## src/sv/websocket_frame_builder_defines.svh

```systemverilog
// assertion macros shared by the frame builder modules
`ifndef WEBSOCKET_FRAME_BUILDER_DEFINES_SVH
`define WEBSOCKET_FRAME_BUILDER_DEFINES_SVH

// same-cycle implication, checked while out of reset
`define WFB_ASSERT_NOW(label, ante, cons, msg) \
    label: assert property (@(posedge clk) disable iff (!rst_n) (ante) |-> (cons)) \
        else $error(msg);

// next-cycle implication, checked while out of reset
`define WFB_ASSERT_NEXT(label, ante, cons, msg) \
    label: assert property (@(posedge clk) disable iff (!rst_n) (ante) |=> (cons)) \
        else $error(msg);

`endif

```

## src/sv/wfb_pkg.sv

```systemverilog
// types and constants of the websocket frame builder
`default_nettype none

package wfb_pkg;

    localparam int QUEUE_DEPTH_DEFAULT = 4;

    localparam logic       MODE_START = 1'b0;
    localparam logic       MODE_DATA  = 1'b1;

    localparam logic [1:0] CFG_OPCODE   = 2'd0;
    localparam logic [1:0] CFG_MASK_EN  = 2'd1;
    localparam logic [1:0] CFG_MASK_KEY = 2'd2;

    localparam logic [3:0]  OPCODE_RESET  = 4'h1;
    localparam logic        MASK_EN_RESET = 1'b1;
    localparam logic [31:0] MASK_KEY_RESET = 32'h0;

    localparam logic [7:0]  FIN_BIT    = 8'h80;
    localparam logic [31:0] SHORT_MAX  = 32'd125;
    localparam logic [31:0] MEDIUM_MAX = 32'd65535;
    localparam logic [6:0]  LEN16_CODE = 7'd126;
    localparam logic [6:0]  LEN64_CODE = 7'd127;

    localparam logic [3:0] HDR_SHORT_BYTES  = 4'd2;
    localparam logic [3:0] HDR_LEN16_BYTES  = 4'd4;
    localparam logic [3:0] HDR_LEN64_BYTES  = 4'd10;
    localparam logic [3:0] KEY_BYTES        = 4'd4;

    typedef enum logic [1:0] {
        LEN_SHORT,
        LEN_16,
        LEN_64
    } len_class_t;

    typedef struct packed {
        logic        mode;
        logic [31:0] payload_length;
        logic [7:0]  data_byte;
    } req_t;

    typedef struct packed {
        logic [7:0]  out_byte;
        logic        last;
        logic        end_of_frame;
        logic [32:0] frame_length;
    } rsp_t;

    // one queued job: a whole header burst or one payload byte
    typedef struct packed {
        logic        is_hdr;
        logic        eof;
        logic [7:0]  data;
        logic [3:0]  opcode;
        logic        mask_en;
        logic [31:0] key;
        logic [31:0] plen;
        len_class_t  lclass;
        logic [3:0]  nlen;
        logic [3:0]  nbytes;
        logic [32:0] flen;
    } cmd_t;

    typedef struct packed {
        logic valid;
        logic full;
    } queue_status_t;

endpackage

`default_nettype wire

```

## src/sv/wfb_front.sv

```systemverilog
// front end: configuration registers, frame state and request classification
`default_nettype none
`include "websocket_frame_builder_defines.svh"

module wfb_front
(
    input  wire logic                  clk,
    input  wire logic                  rst_n,
    input  wire logic                  req_valid,
    output logic                       req_ready,
    input  wire wfb_pkg::req_t         req_data,
    input  wire logic                  cfg_write,
    input  wire logic [1:0]            cfg_index,
    input  wire logic [31:0]           cfg_data,
    input  wire wfb_pkg::queue_status_t qstat,
    output logic                       push,
    output wfb_pkg::cmd_t              cmd
);

    logic [3:0]  opcode_reg;
    logic        mask_en_reg;
    logic [31:0] key_reg;
    logic [31:0] rem_reg, rem_next;
    logic [1:0]  phase_reg, phase_next;
    logic        in_frame_reg, in_frame_next;

    logic        accept;
    logic        is_start;
    logic [31:0] plen;
    wfb_pkg::len_class_t lclass;
    logic [3:0]  nlen;
    logic [3:0]  nbytes;
    logic [7:0]  key_byte;
    logic        data_ok;

    assign req_ready = !qstat.full;
    assign accept    = req_valid && req_ready;
    assign is_start  = (req_data.mode == wfb_pkg::MODE_START);
    assign plen      = req_data.payload_length;
    assign data_ok   = in_frame_reg && (rem_reg != 32'd0);

    always_comb
    begin
        case (phase_reg)
            2'd0:    key_byte = key_reg[31:24];
            2'd1:    key_byte = key_reg[23:16];
            2'd2:    key_byte = key_reg[15:8];
            default: key_byte = key_reg[7:0];
        endcase
    end

    always_comb
    begin
        if (plen <= wfb_pkg::SHORT_MAX)
        begin
            lclass = wfb_pkg::LEN_SHORT;
            nlen   = wfb_pkg::HDR_SHORT_BYTES;
        end
        else if (plen <= wfb_pkg::MEDIUM_MAX)
        begin
            lclass = wfb_pkg::LEN_16;
            nlen   = wfb_pkg::HDR_LEN16_BYTES;
        end
        else
        begin
            lclass = wfb_pkg::LEN_64;
            nlen   = wfb_pkg::HDR_LEN64_BYTES;
        end
        nbytes = mask_en_reg ? (nlen + wfb_pkg::KEY_BYTES) : nlen;
    end

    always_comb
    begin
        rem_next      = rem_reg;
        phase_next    = phase_reg;
        in_frame_next = in_frame_reg;
        push          = 1'b0;

        cmd.is_hdr  = is_start;
        cmd.eof     = 1'b0;
        cmd.data    = req_data.data_byte ^ (mask_en_reg ? key_byte : 8'h00);
        cmd.opcode  = opcode_reg;
        cmd.mask_en = mask_en_reg;
        cmd.key     = key_reg;
        cmd.plen    = plen;
        cmd.lclass  = lclass;
        cmd.nlen    = nlen;
        cmd.nbytes  = nbytes;
        cmd.flen    = {29'd0, nbytes} + {1'b0, plen};

        if (accept)
        begin
            if (is_start)
            begin
                push          = 1'b1;
                cmd.eof       = (plen == 32'd0);
                rem_next      = plen;
                phase_next    = 2'd0;
                in_frame_next = (plen != 32'd0);
            end
            else if (!data_ok)
            begin
                in_frame_next = 1'b0;
            end
            else
            begin
                push       = 1'b1;
                cmd.eof    = (rem_reg == 32'd1);
                rem_next   = rem_reg - 32'd1;
                phase_next = phase_reg + 2'd1;
                if (rem_reg == 32'd1)
                begin
                    in_frame_next = 1'b0;
                end
            end
        end
    end

    always_ff @(posedge clk or negedge rst_n)
    begin
        if (!rst_n)
        begin
            opcode_reg   <= wfb_pkg::OPCODE_RESET;
            mask_en_reg  <= wfb_pkg::MASK_EN_RESET;
            key_reg      <= wfb_pkg::MASK_KEY_RESET;
            rem_reg      <= 32'd0;
            phase_reg    <= 2'd0;
            in_frame_reg <= 1'b0;
        end
        else
        begin
            rem_reg      <= rem_next;
            phase_reg    <= phase_next;
            in_frame_reg <= in_frame_next;
            if (cfg_write)
            begin
                case (cfg_index)
                    wfb_pkg::CFG_OPCODE:   opcode_reg  <= cfg_data[3:0];
                    wfb_pkg::CFG_MASK_EN:  mask_en_reg <= cfg_data[0];
                    wfb_pkg::CFG_MASK_KEY: key_reg     <= cfg_data;
                    default:               ;
                endcase
            end
        end
    end

    `WFB_ASSERT_NOW(a_open_frame_has_bytes, in_frame_reg, rem_reg != 32'd0, "open frame with no bytes left")

endmodule

`default_nettype wire

```

## src/sv/wfb_queue.sv

```systemverilog
// short job queue between front and back
`default_nettype none
`include "websocket_frame_builder_defines.svh"

module wfb_queue
#(
    parameter int DEPTH = wfb_pkg::QUEUE_DEPTH_DEFAULT
)
(
    input  wire logic                   clk,
    input  wire logic                   rst_n,
    input  wire logic                   push,
    input  wire wfb_pkg::cmd_t          push_data,
    input  wire logic                   pop,
    output wfb_pkg::cmd_t               head,
    output wfb_pkg::queue_status_t      qstat
);

    localparam int PTR_W = (DEPTH > 1) ? $clog2(DEPTH) : 1;
    localparam int CNT_W = $clog2(DEPTH + 1);
    localparam logic [PTR_W-1:0] LAST_PTR = PTR_W'(DEPTH - 1);
    localparam logic [CNT_W-1:0] FULL_CNT = CNT_W'(DEPTH);

    wfb_pkg::cmd_t     slots [DEPTH];
    logic [PTR_W-1:0]  wr_ptr_reg, wr_ptr_next;
    logic [PTR_W-1:0]  rd_ptr_reg, rd_ptr_next;
    logic [CNT_W-1:0]  cnt_reg, cnt_next;
    logic              do_push;
    logic              do_pop;

    assign qstat.valid = (cnt_reg != '0);
    assign qstat.full  = (cnt_reg == FULL_CNT);
    assign head        = slots[rd_ptr_reg];
    assign do_push     = push && !qstat.full;
    assign do_pop      = pop && qstat.valid;

    always_comb
    begin
        wr_ptr_next = wr_ptr_reg;
        rd_ptr_next = rd_ptr_reg;
        cnt_next    = cnt_reg;
        if (do_push)
        begin
            wr_ptr_next = (wr_ptr_reg == LAST_PTR) ? '0 : wr_ptr_reg + 1'b1;
        end
        if (do_pop)
        begin
            rd_ptr_next = (rd_ptr_reg == LAST_PTR) ? '0 : rd_ptr_reg + 1'b1;
        end
        if (do_push && !do_pop)
        begin
            cnt_next = cnt_reg + 1'b1;
        end
        else if (do_pop && !do_push)
        begin
            cnt_next = cnt_reg - 1'b1;
        end
    end

    always_ff @(posedge clk or negedge rst_n)
    begin
        if (!rst_n)
        begin
            wr_ptr_reg <= '0;
            rd_ptr_reg <= '0;
            cnt_reg    <= '0;
        end
        else
        begin
            wr_ptr_reg <= wr_ptr_next;
            rd_ptr_reg <= rd_ptr_next;
            cnt_reg    <= cnt_next;
        end
    end

    always_ff @(posedge clk)
    begin
        if (do_push)
        begin
            slots[wr_ptr_reg] <= push_data;
        end
    end

    `WFB_ASSERT_NOW(a_no_push_when_full, qstat.full, !push, "push into full queue")
    `WFB_ASSERT_NEXT(a_push_leaves_entry, do_push && !do_pop, cnt_reg != '0, "pushed entry lost")

endmodule

`default_nettype wire

```

## src/sv/wfb_back.sv

```systemverilog
// back end: expands queued jobs into frame bytes behind an output register
`default_nettype none
`include "websocket_frame_builder_defines.svh"

module wfb_back
(
    input  wire logic                   clk,
    input  wire logic                   rst_n,
    input  wire wfb_pkg::cmd_t          head,
    input  wire wfb_pkg::queue_status_t qstat,
    output logic                        pop,
    output logic                        rsp_valid,
    input  wire logic                   rsp_ready,
    output wfb_pkg::rsp_t               rsp_data
);

    logic          rsp_valid_reg;
    wfb_pkg::rsp_t rsp_reg;
    logic [3:0]    idx_reg, idx_next;
    logic          load;
    logic          is_last;
    logic [7:0]    hdr_byte;
    logic [3:0]    key_idx;
    logic [7:0]    len_byte;
    wfb_pkg::rsp_t rsp_next;

    assign load    = qstat.valid && (!rsp_valid_reg || rsp_ready);
    assign is_last = !head.is_hdr || (idx_reg == head.nbytes - 4'd1);
    assign pop     = load && is_last;
    assign key_idx = idx_reg - head.nlen;

    always_comb
    begin
        case (head.lclass)
            wfb_pkg::LEN_SHORT: len_byte = {head.mask_en, head.plen[6:0]};
            wfb_pkg::LEN_16:    len_byte = {head.mask_en, wfb_pkg::LEN16_CODE};
            default:            len_byte = {head.mask_en, wfb_pkg::LEN64_CODE};
        endcase
    end

    always_comb
    begin
        hdr_byte = 8'h00;
        if (idx_reg >= head.nlen)
        begin
            case (key_idx[1:0])
                2'd0:    hdr_byte = head.key[31:24];
                2'd1:    hdr_byte = head.key[23:16];
                2'd2:    hdr_byte = head.key[15:8];
                default: hdr_byte = head.key[7:0];
            endcase
        end
        else
        begin
            case (idx_reg)
                4'd0: hdr_byte = wfb_pkg::FIN_BIT | {4'h0, head.opcode};
                4'd1: hdr_byte = len_byte;
                4'd2: hdr_byte = (head.lclass == wfb_pkg::LEN_16) ? head.plen[15:8] : 8'h00;
                4'd3: hdr_byte = (head.lclass == wfb_pkg::LEN_16) ? head.plen[7:0] : 8'h00;
                4'd6: hdr_byte = head.plen[31:24];
                4'd7: hdr_byte = head.plen[23:16];
                4'd8: hdr_byte = head.plen[15:8];
                4'd9: hdr_byte = head.plen[7:0];
                default: hdr_byte = 8'h00;
            endcase
        end
    end

    always_comb
    begin
        rsp_next.out_byte     = head.is_hdr ? hdr_byte : head.data;
        rsp_next.last         = is_last;
        rsp_next.end_of_frame = is_last && head.eof;
        rsp_next.frame_length = head.is_hdr ? head.flen : 33'd0;
        idx_next              = idx_reg;
        if (load)
        begin
            idx_next = is_last ? 4'd0 : idx_reg + 4'd1;
        end
    end

    always_ff @(posedge clk or negedge rst_n)
    begin
        if (!rst_n)
        begin
            rsp_valid_reg <= 1'b0;
            idx_reg       <= 4'd0;
        end
        else
        begin
            idx_reg <= idx_next;
            if (load)
            begin
                rsp_valid_reg <= 1'b1;
            end
            else if (rsp_ready)
            begin
                rsp_valid_reg <= 1'b0;
            end
        end
    end

    always_ff @(posedge clk)
    begin
        if (load)
        begin
            rsp_reg <= rsp_next;
        end
    end

    assign rsp_valid = rsp_valid_reg;
    assign rsp_data  = rsp_reg;

    `WFB_ASSERT_NOW(a_eof_is_last, rsp_valid_reg && rsp_reg.end_of_frame, rsp_reg.last, "frame end not last byte")
    `WFB_ASSERT_NOW(a_burst_on_header, idx_reg != 4'd0, qstat.valid && head.is_hdr, "byte index outside header burst")

endmodule

`default_nettype wire

```

## src/sv/websocket_frame_builder.sv

```systemverilog
// top level of the websocket frame builder
//
//  channel  direction  handshake                      payload
//  req      in         req_valid / req_ready          req_data (mode, length, byte)
//  rsp      out        rsp_valid / rsp_ready          rsp_data (byte, last, eof, length)
//  cfg      in         cfg_write                      cfg_index, cfg_data
//
// an in-frame payload request yields one byte; one per cycle unless req_ready drops
// a start request yields a header burst of 2 to 14 bytes, one per cycle while rsp_ready
// the queue between front and back holds QUEUE_DEPTH jobs; req_ready drops when it is full
// the output register is reloaded in the same cycle its byte is taken, if a job is queued
// rst_n clears frame state, queue and output valid and loads register defaults
`default_nettype none

module websocket_frame_builder
#(
    parameter int QUEUE_DEPTH = wfb_pkg::QUEUE_DEPTH_DEFAULT
)
(
    input  wire logic          clk,
    input  wire logic          rst_n,
    input  wire logic          req_valid,
    output logic               req_ready,
    input  wire wfb_pkg::req_t req_data,
    output logic               rsp_valid,
    input  wire logic          rsp_ready,
    output wfb_pkg::rsp_t      rsp_data,
    input  wire logic          cfg_write,
    input  wire logic [1:0]    cfg_index,
    input  wire logic [31:0]   cfg_data
);

    wfb_pkg::cmd_t          cmd;
    wfb_pkg::cmd_t          head;
    wfb_pkg::queue_status_t qstat;
    logic                   push;
    logic                   pop;

    wfb_front u_front
    (
        .clk       (clk),
        .rst_n     (rst_n),
        .req_valid (req_valid),
        .req_ready (req_ready),
        .req_data  (req_data),
        .cfg_write (cfg_write),
        .cfg_index (cfg_index),
        .cfg_data  (cfg_data),
        .qstat     (qstat),
        .push      (push),
        .cmd       (cmd)
    );

    wfb_queue
    #(
        .DEPTH (QUEUE_DEPTH)
    )
    u_queue
    (
        .clk       (clk),
        .rst_n     (rst_n),
        .push      (push),
        .push_data (cmd),
        .pop       (pop),
        .head      (head),
        .qstat     (qstat)
    );

    wfb_back u_back
    (
        .clk       (clk),
        .rst_n     (rst_n),
        .head      (head),
        .qstat     (qstat),
        .pop       (pop),
        .rsp_valid (rsp_valid),
        .rsp_ready (rsp_ready),
        .rsp_data  (rsp_data)
    );

endmodule

`default_nettype wire

```

## config.mk

```make
export PLATFORM = sky130hd
export DESIGN_NAME = websocket_frame_builder
export DESIGN_NICKNAME = d
export VERILOG_FILES = /design/src/sv/wfb_pkg.sv /design/src/sv/wfb_front.sv /design/src/sv/wfb_queue.sv /design/src/sv/wfb_back.sv /design/src/sv/websocket_frame_builder.sv
export VERILOG_INCLUDE_DIRS = /design/src /design/src/sv
export SDC_FILE = /design/constraint.sdc
export NUM_CORES = 1
export LEC_CHECK = 0
export ABC_AREA = 1
export BUFFER_PORTS_ARGS = -buffer_cell sky130_fd_sc_hd__buf_2
export CORE_MARGIN = 2
export CORE_UTILIZATION = 45
export DETAILED_ROUTE_END_ITERATION = 7
export GPL_TIMING_DRIVEN = 0
export PLACE_DENSITY_LB_ADDON = 0.15
export SYNTH_ARGS = -nofsm -noshare
export SYNTH_HDL_FRONTEND = slang
export SYNTH_HIERARCHICAL = 1
export SYNTH_SLANG_ARGS = --single-unit
```

## constraint.sdc

```tcl
create_clock -name clk -period 13.2 [get_ports clk]
set_clock_uncertainty 0.2 [all_clocks]
set_input_delay 1.98 -clock clk [delete_from_list [all_inputs] [get_ports clk]]
set_output_delay 1.98 -clock clk [all_outputs]
set_load 0.02 [all_outputs]
```

==> flow_summary.yaml <==
clock_network:
  cts.sinks: 615
  cts_tree: "built"
  ctsRootBufferMaster: "clkbuf_16"
  htreeDepth: 3
  clockBufferDepth: 3
  cts_setup_buffers: 0
  cts-resized-gates: 0
  cts_buffers: 68
  clk_latency_ns: 0.62
  hold_buffers: 0
  clk_pin_slew_ns: 0.06
synth:
  synth_most_common_cell: "nand2_1"
  avgSynthCellArea_um2: 10.6
  synth_top_area_cell: "edfxtp_1"
  yosysTopAreaCellShare_pct: 54.2
  syn_inst: 2772
  yosys_warnings: 6
  yosysUniqueCellTypes: 45
  synth_area_leaders: "edfxtp_1, nand2_1, dfrtp_1"
  ys.flop_type: "edfxtp_1"
  synth_seq_cells: 615
  syn_area_um2: 29400
  yosysSeqAreaShare_pct: 61.4
  synth_edf_count: 531
  synthArstFlopShare_pct: 13.7
  ys_top_cells_by_count: "nand2_1, edfxtp_1, inv_1"
floorplan:
  start_util_pct: 45.5
  die_w_um: 260
  fp.dieH_um: 260
  core_um2: 64600
  design.die.area_um2: 67400
  io_pins: 125
  rows: 93
critical_path:
  critPathLaunchType: "primary input"
  cpMaxStageDelayCell: "clkbuf_1"
  reg2reg_slack_ns: 8.66
  cp_data_arrival_time_ns: 6.99
  path_class: "in -> reg"
  path_depth: 19
  rr_startpoint: "u_front/mask_en_reg"
  max_stage_delay_ns: 0.46
  required_ns: 13.34
  path_cells: "clkbuf_1 -> nor2_1 -> nand3_1 -> nor2_1 -> nand2_1 -> inv_1 -> nand2_1 -> inv_1 -> nand2_1 -> nand2_1 -> ha_1 -> nand3_1 -> nand3_1 -> nand3_1 -> nor2_2 -> nand2_1 -> nor2_1 -> nand3_1 -> nor2_1"
  cpLargestDelayFamily: "simple AND/OR/NAND/NOR gates"
  path_buf_inv: 3
  r2r_cells: 12
  critPathCaptureType: "flip-flop"
  endpoint: "u_queue/slots[0][32]"
  crit_fanout: 8
  r2r-end: "u_queue/slots[0][32]"
  crit_start: "req_data[31]"
timing:
  setup_viol_count_final: 0
  tightest_slew_ns: 0.845
  post-route-min-period_ns: 6.84
  relSlewSlack_pct: 43.7
  fmax_mhz: 146
  grt_setup_unrepaired: "false"
  period_share_pct: 51.8
  finalHoldViolations: 0
  drv_slew: 0
  setup_tns_ns: 0
placement:
  routabilityCongestion: 0.900
  port_buffers: 120
  dp_hpwl_um: 60900
route:
  wl_um: 84700
  drcViolationCount: 0
  drt_pass1_iterations: 6
  dr.first_iter.drc_count: 1912
  wl_per_cell_um: 21.7
  vias_per_cell: 5.33
  vias: 20790
  ant_nets: 0
run_status:
  status: "finished, final reports clean"
finish:
  largest_reg_flops: 488
  fillers: 5728
  syn2layout_area_growth_pct: 15.0
  multi_input_area_um2: 8720
  seq_area_um2: 18000
  top_register: "u_queue/slots"
  fin_nets: 3092
  drive_above_1_share_pct: 18.1
global_routing:
  track_usage_pct: 25.3
  first_global_vias: 20022
  grt_max_degree: 61
  antenna_found_initial: 4
  grt_overflow: 0
  grt_pass1_wl_um: 126000
flow_run:
  cap_violations: 0
worst_hold_path:
  worstHoldStart: "u_queue/cnt_reg[2]"
  worstHoldPathType: "reg -> reg"
power_and_ir_drop:
  ir_worst_vdd_uv: 116
  p_leak_nw: 14.3
  pwr_density_cell_nw_per_um2: 232
  finalPower_mw: 7.85
-- layout make-up --
class                   instances  share of cell area, %
well taps                     855                   3.16
plain buffers                 167                   3.19
diodes                          4                 0.0296
multi-input cells            1570                   25.8
clock inverters                31                   1.07
repair buffers                142                   3.15
flip-flops and latches        615                   53.4
inverters                     421                   4.70
clock buffers                  94                   5.50
-- layer usage --
metal	routed length, um	global-route usage [%]	vias up	part of all wire, %
met3	5900	3.80	128	7.0
met2	39300	39.6	759	46
met1	37200	36.5	10200	44
met4	2330	8.00	0	2.8
li1	-	-	9703	-
met5	0	0	-	0
-- worst register-to-register path, cell delays in order (launching register included) --
cell and delay, ns:
dfstp_2 0.60, clkbuf_1 0.62, xor2_1 0.20, inv_1 0.22
ha_1 0.35, nand3_1 0.07, nand3_1 0.22, nand3_1 0.32
nor2_2 0.37, nand2_1 0.22, nor2_1 0.28, nand3_1 0.17
nor2_1 0.41
-- logic make-up (layout without fill, tap and decap cells) --
family	after synthesis	after routing	share of synthesized area [%]
compound gates	336	336	9.80
flops	615	615	61.4
simple gates	1130	1130	16.0
buf+inv	588	855	9.08
fa+ha+maj	27	27	1.23
xor+xnor	47	47	1.43
other cells	1	6	0.0128
mux	28	28	1.07
-- worst min path at each step --
| stage | to | cells after the start | slack, ns |
|---|---|---|---|
| 2_1_floorplan | u_queue/cnt_reg[2] | 2 | 0.26 |
| 3_3_place_gp | u_queue/cnt_reg[2] | 2 | 0.28 |
| 3_5_place_dp | u_queue/cnt_reg[2] | 2 | 0.30 |
| 4_1_cts | u_queue/cnt_reg[2] | 2 | 0.32 |
| 5_1_grt | u_queue/cnt_reg[2] | 2 | 0.34 |
| 6_report | u_queue/cnt_reg[2] | 2 | 0.31 |
-- power breakdown --
| group | switching [mW] | internal (mW) |
|---|---|---|
| combinational | 2.19 | 0.965 |
| sequential | 0.205 | 2.61 |
| clock | 0.779 | 1.10 |
| total | 3.17 | 4.67 |
-- through the flow --
stage	hold WS (ns)	instance area (um2)	util, %	cells	worst slack (ns)
6_report	0.306	33800	52.3	3899	6.36
5_1_grt	0.339	33800	52.3	3898	6.19
4_1_cts	0.316	33800	52.3	3895	6.53
3_5_place_dp	0.303	31600	48.9	3770	5.93
3_3_place_gp	0.283	31100	48.1	3748	-0.338
2_1_floorplan	0.263	29400	-	2773	4.55
-- cell usage in the layout (no fill, tap or decap), types with 4 or more instances in the layout --
master and instances:
nand2_1 771, edfxtp_1 531, inv_1 414, buf_2 187
o211ai_1 154, nor2_1 137, nand3_1 115, o211ai_2 99
dfrtp_1 82, clkbuf_16 69, nand4_1 58, buf_4 51
o21ai_0 42, clkbuf_1 41, xor2_1 34, mux2_2 28
ha_1 24, buf_6 21, a21oi_1 21, nor3_1 20
buf_12 19, xnor2_1 12, clkinv_1 11, nor2_4 9
o21ai_2 7, nand2_4 6, buf_1 6, bufinv_16 5
clkinv_2 5, diode_2 4, clkbuf_8 4, clkinv_4 4
inv_2 4, o21ai_1 4, a21oi_2 4
Note: power is estimated with default switching activity, not from simulation.
